**config.mk**
```make
export PLATFORM = sky130hd
export DESIGN_NAME = glcd_seq
export DESIGN_NICKNAME = d
export VERILOG_FILES = /design/src/rtl/glcd_pkg.sv /design/src/rtl/glcd_seq.sv
export SDC_FILE = /design/constraint.sdc
export NUM_CORES = 1
export LEC_CHECK = 0
export BUFFER_PORTS_ARGS = -buffer_cell sky130_fd_sc_hd__buf_4
export CAP_MARGIN = 0
export CORE_AREA = 2 2 39 41
export CTS_CLUSTER_DIAMETER = 30
export CTS_CLUSTER_SIZE = 25
export DETAILED_ROUTE_END_ITERATION = 16
export DIE_AREA = 0 0 41 43
export HOLD_SLACK_MARGIN = 0.03
export PLACE_DENSITY_LB_ADDON = 0.05
export SLEW_MARGIN = 20
export SYNTH_ARGS = -nofsm -noshare
export SYNTH_HDL_FRONTEND = slang
export SYNTH_SLANG_ARGS = --single-unit
```
**constraint.sdc**
```tcl
create_clock -name clk -period 1.9 [get_ports clk]
set_input_delay 0.095 -clock clk [delete_from_list [all_inputs] [get_ports clk]]
set_output_delay 0.095 -clock clk [all_outputs]
set_load 0.005 [all_outputs]
```
**src/rtl/glcd_pkg.sv**
```systemverilog
// Shared constants, control word type and microcode table for the pixel plot unit.
package glcd_pkg;

  localparam int SCREEN_WIDTH  = 128;
  localparam int SCREEN_HEIGHT = 64;

  localparam int X_W      = 7;
  localparam int Y_W      = 6;
  localparam int PAGE_W   = 3;
  localparam int ROW_W    = Y_W - PAGE_W;
  localparam int COL_W    = X_W - 1;
  localparam int ADDR_W   = PAGE_W + X_W;
  localparam int DEPTH    = 1 << ADDR_W;
  localparam int BYTE_W   = 8;

  localparam logic [BYTE_W-1:0] CMD_COLUMN     = 8'h40;
  localparam logic [BYTE_W-1:0] CMD_PAGE       = 8'hB8;
  localparam logic [BYTE_W-1:0] CMD_START_LINE = 8'hC0;

  localparam int NUM_STEPS = 9;
  localparam int PC_W      = 4;

  // Chip select source
  localparam logic [1:0] CS_LEFT  = 2'd0;
  localparam logic [1:0] CS_RIGHT = 2'd1;
  localparam logic [1:0] CS_PIXEL = 2'd2;

  // Bus byte source
  localparam logic [2:0] BY_COLUMN0  = 3'd0;
  localparam logic [2:0] BY_PAGE     = 3'd1;
  localparam logic [2:0] BY_START    = 3'd2;
  localparam logic [2:0] BY_COLUMN_X = 3'd3;
  localparam logic [2:0] BY_DATA     = 3'd4;

  typedef struct packed {
    logic       is_data;
    logic [1:0] cs_sel;
    logic [2:0] byte_sel;
    logic       mem_rd;
    logic       mem_wr;
    logic       last;
    logic       done;
  } ucw_t;

  function automatic ucw_t ucode_rom(input logic [PC_W-1:0] pc);
    ucw_t w;
    w = '0;
    case (pc)
      4'd0: begin
        w.cs_sel = CS_LEFT;  w.byte_sel = BY_COLUMN0; w.mem_rd = 1'b1;
      end
      4'd1: begin
        w.cs_sel = CS_LEFT;  w.byte_sel = BY_PAGE;    w.mem_wr = 1'b1;
      end
      4'd2: begin
        w.cs_sel = CS_LEFT;  w.byte_sel = BY_START;
      end
      4'd3: begin
        w.cs_sel = CS_RIGHT; w.byte_sel = BY_COLUMN0;
      end
      4'd4: begin
        w.cs_sel = CS_RIGHT; w.byte_sel = BY_PAGE;
      end
      4'd5: begin
        w.cs_sel = CS_RIGHT; w.byte_sel = BY_START;
      end
      4'd6: begin
        w.cs_sel = CS_PIXEL; w.byte_sel = BY_COLUMN_X;
      end
      4'd7: begin
        w.cs_sel = CS_PIXEL; w.byte_sel = BY_PAGE;
      end
      4'd8: begin
        w.is_data = 1'b1; w.cs_sel = CS_PIXEL; w.byte_sel = BY_DATA;
        w.last = 1'b1;    w.done = 1'b1;
      end
      default: begin
        w.done = 1'b1;
      end
    endcase
    return w;
  endfunction

endpackage

```
**src/rtl/glcd_seq.sv**
```systemverilog
// Microcode sequencer: step counter, table lookup and end-of-program jump.
module glcd_seq import glcd_pkg::*; (
  input  logic clk,
  input  logic rst_n,
  input  logic start,
  input  logic advance,
  output logic busy,
  output ucw_t ucw
);

  logic            busy_r, busy_nxt;
  logic [PC_W-1:0] pc_r, pc_nxt;

  assign ucw  = ucode_rom(pc_r);
  assign busy = busy_r;

  always_comb begin
    busy_nxt = busy_r;
    pc_nxt   = pc_r;
    if (busy_r && advance) begin
      if (ucw.done) begin
        busy_nxt = 1'b0;
        pc_nxt   = '0;
      end else begin
        pc_nxt = pc_r + 1'b1;
      end
    end
    // a new request may enter on the cycle the last step retires
    if (start) begin
      busy_nxt = 1'b1;
      pc_nxt   = '0;
    end
  end

  always_ff @(posedge clk) begin
    if (!rst_n) begin
      busy_r <= 1'b0;
      pc_r   <= '0;
    end else begin
      busy_r <= busy_nxt;
      pc_r   <= pc_nxt;
    end
  end

endmodule

```
---- Word level (Yosys, flattened, before mapping) ----
Index checks and enable logic that the tools add are counted.
operators by class
  shift-type cells ........................ 0
  $mul .................................... 0
  reduce and logical (&&, ||, !) cells .... 6
  eq/ne operators ......................... 9
  muxes and demuxes ....................... 9
  $lt $le $gt $ge ......................... 0
  $add $sub $neg .......................... 1
  divide/modulo/power cells ............... 0
  bitwise gates (word level) .............. 1
operators with widths
  operator             count
  $pmux 5 s8           1
  $eq 4x3->1 const B   4
  $eq 4x2->1 const B   2
  $reduce_or 8->1      1
  $mux 1               7
  $add 4x1->4 const B  1
  $eq 4x1->1 const B   1
  $eq 4x4->1 const B   1
  $logic_not 4->1      1
  $mux 4               1
  $ne 2x1->1 const B   1
  $reduce_and 2->1     1
  $reduce_bool 2->1    1
  $reduce_or 2->1      1
  $logic_and 1x1->1    1
  $not 1->1            1
word-level totals
  memory bits (read-only) ................. 0
  bits of input ports ..................... 4
  memory bits (writable) .................. 0
  register bits after elaboration ......... 5
  latch bits .............................. 0
  memories kept ........................... 0

---- Logic depth before layout (Yosys ltp) ----
Gate-level depths: netlist of the first run.
  word-level depth ........................ 5
  depth in mapped cells ................... 6

---- Worst setup path after synthesis of the first run ----
No wires, ideal clock.
  kind .................................... register to register
  start point ............................. reg pc_r[0]
  end point ............................... reg pc_r[1]
  data arrival time ....................... 1.190 ns
  library setup time ...................... 0.117 ns
  slack ................................... 0.593 ns
  stages on the path, launching flop included .. 6
  cell sequence ........................... dfxtp_1 inv_1 ha_1 nor2_1 a21oi_2 a32o_1
between the ends
  word-level cells in the longest chain between the ends .. 3
ends and longest elaborated chain
  item                                RTL line        RTL
  start: declaration                  glcd_seq.sv:12  logic [PC_W-1:0] pc_r, pc_nxt;
  start signal: assignment            glcd_seq.sv:41  pc_r <= pc_nxt;
  $eq 4x3->1 (tied with other cells)  glcd_pkg.sv:48  case (pc)
  $reduce_or 8->1 (no source line)    n/a
  $mux 4 *                            glcd_seq.sv:21  if (ucw.done) begin
Every way passes the cells marked *; elsewhere a longest branch is shown, timed or not.
A chain may end at the register's enable or synchronous reset.

==> results of run 1 <==
==> through the flow <==
stage                     util, %  hold slack, ns  std cells  power (mW)
after floorplan                 -           0.202         51       0.128
after global placement       36.4           0.325         78       0.145
after detailed placement     36.4           0.326         78       0.145
after CTS                    38.3          0.0670         82       0.276
after global routing         38.3          0.0702         82       0.282
final                        38.3          0.0671         82       0.273
==> sequential cells by signal, summed over array words and instances (netlist names) <==
signal / cells
pc_r: 4
busy: 1
==> cells by family (layout without fill, tap and decap cells) <==
group,count (synthesis),count (layout)
flip-flops,5,5
AO/OA/AOI/OAI,12,12
buffers and inverters,8,23
adder cells (fa/ha/maj),4,4
AND/OR/NAND/NOR,22,22
==> routing by layer <==
metal	up-vias	share of wire [%]	track usage (%)
met3	2	9.0	3.14
met1	169	46	12.7
met5	-	0	0
li1	212	-	-
met2	17	43	15.9
met4	0	2.2	8.00
==> synthesized netlist by cell type, drive strengths merged <==
cell type,number
a21o,1
ha,4
nor2,10
a32o,1
buf,3
o21ai,1
nor3b,2
o311a,1
nand2b,1
a22o,2
and2,1
inv,5
nor4,1
nand2,2
dfxtp,5
a31oi,2
nor3,4
a211oi,2
a21oi,2
nand4,1
==> where the power goes <==
part           internal (mW)  leakage (nW)  total (mW)  switching, mW
Combinational         0.0163         0.199      0.0318         0.0156
Sequential             0.108        0.0407       0.111        0.00303
Clock                 0.0799        0.0150       0.130         0.0505
Total                  0.204         0.254       0.273         0.0691
==> final timing paths <==
kind	to	slack, ns	from
max reg2reg	pc_r[1]	0.45	pc_r[0]
min reg2reg	pc_r[1]	0.57	pc_r[1]
min	busy	0.07	advance
max	ucw[8]	0.23	pc_r[0]
==> area by class of cell <==
class | count | area [µm²]
flip-flops and latches | 5 | 100
well taps | 16 | 20.0
fillers | 152 | 853
multi-input cells | 38 | 260
clock buffers | 4 | 26.3
repair buffers | 14 | 105
inverters | 5 | 18.8
==> impl_results.md, run 1 <==
- Final hold violations: 0
- Most frequent cells in the layout: buf_4, nor2_1, dfxtp_1
- Initial antenna violation count: 0
- Antenna diode count: 0
- Worst setup path class: flop to output pin
- Peak supply drop: 0.284 mV
- DRC violations left: 0
- Synthesized Nets: 59
- Outcome: finished, final reports clean
- Clk Latency, worst-skew pair: about 0.25 ns
- Fmax achieved: ~600 MHz
- Post-detail-place hpwl: roughly 660 µm
- Placer Congestion: between 0.7 and 0.8
- Stages on worst setup path: 6
- Power density over the cells: approximately 510 nW/µm²
- # setup viols final: 0
- Wire length per cell: ~11 µm
- Post-Synth XOR/XNOR Area: 0%
- Crit-path cells: inv_1, ha_1, nor2_1, nor2_1, a21o_1, buf_4
- Worst path bufs/invs: 2
- Pre-antenna DRT Iters: 4
- Cell Area, Synth: 399 µm²
- Critical-path top delay cell: dfxtp_1
- Main combinational cell family by area after synthesis: simple AND/OR/NAND/NOR gates
- Register area share after synthesis: 25.1%
- Slew HR: between 70% and 80%
- Initial Utilization: between 20% and 30%
- RSZ-0062 raised after global routing: false
- Total CTS buffers: 3
- PortBufs: 14
- Core area: 1380 µm²
- Warnings from Yosys: 0
- Post-Synth Adder-Cell Area: about an eighth
- Die H: 43 µm
- PnR worst setup slack: between 0.2 and 0.25 ns
- Synth area leaders: dfxtp_1, ha_1, nor2_1
- CP Max Fanout: 5
- Setup Skew: 0.00729 ns
- Max-slew violations: 0
- CTS H-Tree Depth: 1
- Final nets: 75
- Netlist cell types: 24
- Number of global-route vias before repair: 316
- Leakage: around 0.25 nW
- CP Capture Type: output pin
- Mean Syn Cell Area: between 7 and 8 µm²
- Max clock buf depth: 2
- Antenna violation net count after detailed routing: 0
- Most common cell after layout, fill and taps aside: buf_4
- Worst path top cell family by delay: flip-flops
- Period utilization: 88.0%
- Clock transition at path regs: ~0.050 ns
- Cell with the most instances on the worst path: nor2_1
- Crit path arrival time: around 1.6 ns
- Portion of netlist area occupied by mux cells: 0%
- Drt via density: ~4.9
- Detailed Route Iter0 Violations: 3
- CTS tree: done
- Die Area: around 1800 µm²
- CP peak stage delay: around 0.4 ns
- #FFs+latches synth: 5
- FF-to-FF path depth: 5
- Vias: 400
- DP Area: 504 µm²
- Slew @ Worst Pin: approximately 0.42 ns
- Synth Area in Compound Gates: between 20 and 25%
- # clock sinks: 5
- Min-delay worst type: input port to flop
- First-pass GRT wire length: ~1300 µm
- Root buffer cell: clkbuf_4
- Gr ovfl total: 0
- Die width: 41 µm
- Post-CTS setup repair buffer count: 0
- Post-synthesis cell count: between 50 and 60
- Synth area leader: dfxtp_1
- MaxCap Viol Count: 0
- Final TNS setup: 0 ns
- WHS Path Cells: 2
- Hold_buf cts: 0
- Largest net degree at the start of global routing: 14
- Pre-CTS setup slack: approximately 0.46 ns
- Row cnt: 14
- Fin area: about 530 µm²
- WP data required: 1.80 ns
- Final min period: ~1.7 ns
- Share of layout cells above drive strength 1: 33.3%
- Area grow syn2layout: 32.9%
- GRT Total Usage: ~11%
- Post-CTS sizing: 0
- Yosys top cell area share: around 25%
- Final WL: roughly 900 µm
- Simple-gate share of the synthesized area: ~30%
- I/O Pins: 15
- Critical path startpoint category: flop
(Power assumes the default switching activity.)
==> inputs of run 2 (changes only) <==
--- a/config.mk
+++ b/config.mk
@@ -14,5 +14,4 @@
 export DIE_AREA = 0 0 41 43
 export HOLD_SLACK_MARGIN = 0.03
-export PLACE_DENSITY_LB_ADDON = 0.05
 export SLEW_MARGIN = 20
 export SYNTH_ARGS = -nofsm -noshare
==> constraint.sdc (replaced) <==
create_clock -name clk -period 1.9 [get_ports clk]
set_input_delay 0.38 -clock clk [delete_from_list [all_inputs] [get_ports clk]]
set_output_delay 0.38 -clock clk [all_outputs]
set_load 0.005 [all_outputs]
==> impl_results.md, run 2 (synthesis gave the netlist of run 1 again) <==
- Outcome: finished, final reports clean
- Leakage: 0.265 nW
- # clock sinks: 5
- Fmax achieved: between 500 and 600 MHz
- Largest register by flop count: pc_r
- Clock share of power: a little under half
- Critical-path top delay cell: dfxtp_2
- Antenna diode count: 0
- Worst path bufs/invs: 3
- WHS Endpoint: busy
- Final nets: between 70 and 80
- Peak supply drop: between 0.3 and 0.4 mV
- Min-delay worst type: input port to flop
- Fin area: 566 µm²
- CTS tree: done
- Drt via density: 4.81
- Initial Utilization: 28.8%
- Sw Ratio: between 20% and 30%
- Final hold violations: 0
- Row cnt: 14
- Most common cell after layout, fill and taps aside: buf_4
- Pre-antenna DRT Iters: 2
- Final TNS setup: 0 ns
- Max clock buf depth: 2
- Period utilization: a little over nine tenths
- Sequential cell fraction of total power: 41.8%
- Crit-path cells: inv_1, ha_1, nor2_1, a21oi_2, inv_2, buf_4
- Max FFs per register: 4
- RSZ-0062 raised after global routing: false
- PortBufs: 14
- First-pass GRT wire length: approximately 1300 µm
- CP peak stage delay: 0.35 ns
- GRT Total Usage: 10.6%
- R2R Path End: pc_r[1]
- Final min period: 1.82 ns
- Slew HR: around 73%
- Int Pwr: a little over 0.2 mW
- Slew @ Worst Pin: between 0.4 and 0.5 ns
- Final WL: 922 µm
- Max-slew violations: 0
- Stages on worst setup path: 6
- Worst path top cell family by delay: flip-flops
- Core area: 1380 µm²
- CP Capture Type: output pin
- Total CTS buffers: 3
- Setup Skew: 0.00225 ns
- FF-to-FF path depth: 6
- WP data required: roughly 1.5 ns
- R2r setup slk: between 0.4 and 0.5 ns
- Hold Startpoint: advance
- Reg2reg start: pc_r[1]
- Post-detail-place hpwl: between 600 and 700 µm
- Wire length per cell: approximately 11 µm
- Die H: approximately 43 µm
- Largest net degree at the start of global routing: 14
- Area grow syn2layout: 41.7%
- Switching power: about 0.06 mW
- CP Max Fanout: 5
- Vias: approximately 400
- Power density over the cells: approximately 470 nW/µm²
- CTS H-Tree Depth: 1
- Critical path startpoint category: flop
- # setup viols final: 0
- Crit path arrival time: 1.44 ns
- Share of layout cells above drive strength 1: 44.1%
- I/O Pins: 15
- Gr ovfl total: 0
- Combinational share of power: 13.0%
- Number of global-route vias before repair: around 310
- Die width: between 40 and 50 µm
- DRC violations left: 0
- Die Area: approximately 1800 µm²
- Antenna violation net count after detailed routing: 0
- Initial antenna violation count: 0
- DP Area: between 500 and 600 µm²
- Root buffer cell: clkbuf_4
- Most frequent cells in the layout: buf_4, nor2_1
- Worst setup path class: flop to output pin
- WHS Path Cells: 2
- Clock transition at path regs: ~0.040 ns
- Detailed Route Iter0 Violations: 16
- Hold_buf cts: 0
- MaxCap Viol Count: 0
- Clk Latency, worst-skew pair: 0.24 ns
- Placer Congestion: approximately 0.69
run 2: layout make-up:
| class | count | area [µm²] |
|---|---|---|
| inverters | 5 | 18.8 |
| flip-flops and latches | 5 | 103 |
| well taps | 16 | 20.0 |
| fillers | 145 | 818 |
| repair buffers | 16 | 120 |
| clock buffers | 4 | 26.3 |
| multi-input cells | 38 | 278 |
run 2: worst max-delay path by stage:
stage	start	endpoint	slack, ns
after global routing	pc_r[0]	ucw[0]	0.01
final	pc_r[1]	ucw[0]	0.08
after detailed placement	pc_r[0]	ucw[8]	0.20
after CTS	pc_r[0]	ucw[0]	0.02
after floorplan	pc_r[0]	ucw[8]	0.45
after global placement	pc_r[0]	ucw[8]	0.26
run 2: what timing repair did:
action / CTS / global route
setup buffers: 0 / 2
endpoints found under the setup margin: 2 / 3
resized for setup: 2 / 5
pin swaps: 0 / 1
run 2: stage by stage:
step	std cells	setup WS [ns]	utilization, %	power (mW)	hold slack [ns]
after floorplan	51	0.451	-	0.128	0.487
after global placement	78	0.258	36.4	0.144	0.550
after detailed placement	78	0.204	36.4	0.144	0.557
after CTS	82	0.0246	38.6	0.268	0.356
after global routing	84	0.0120	40.9	0.285	0.357
final	84	0.0844	40.9	0.265	0.358
run 2: metal layers:
metal	routed length, µm	up-vias	GRT usage (%)
met5	0	-	0
met4	0	0	6.00
met2	424	18	15.0
li1	-	217	-
met1	433	169	13.8
met3	63	0	3.14
run 2: power by group through the flow:
stage / Combinational (mW) / Sequential (mW) / Clock, mW
after CTS: 0.0320 / 0.111 / 0.125
after global routing: 0.0383 / 0.111 / 0.136
final: 0.0345 / 0.111 / 0.120
after global placement: 0.0316 / 0.112 / 0
after detailed placement: 0.0318 / 0.112 / 0
after floorplan: 0.0163 / 0.112 / 0
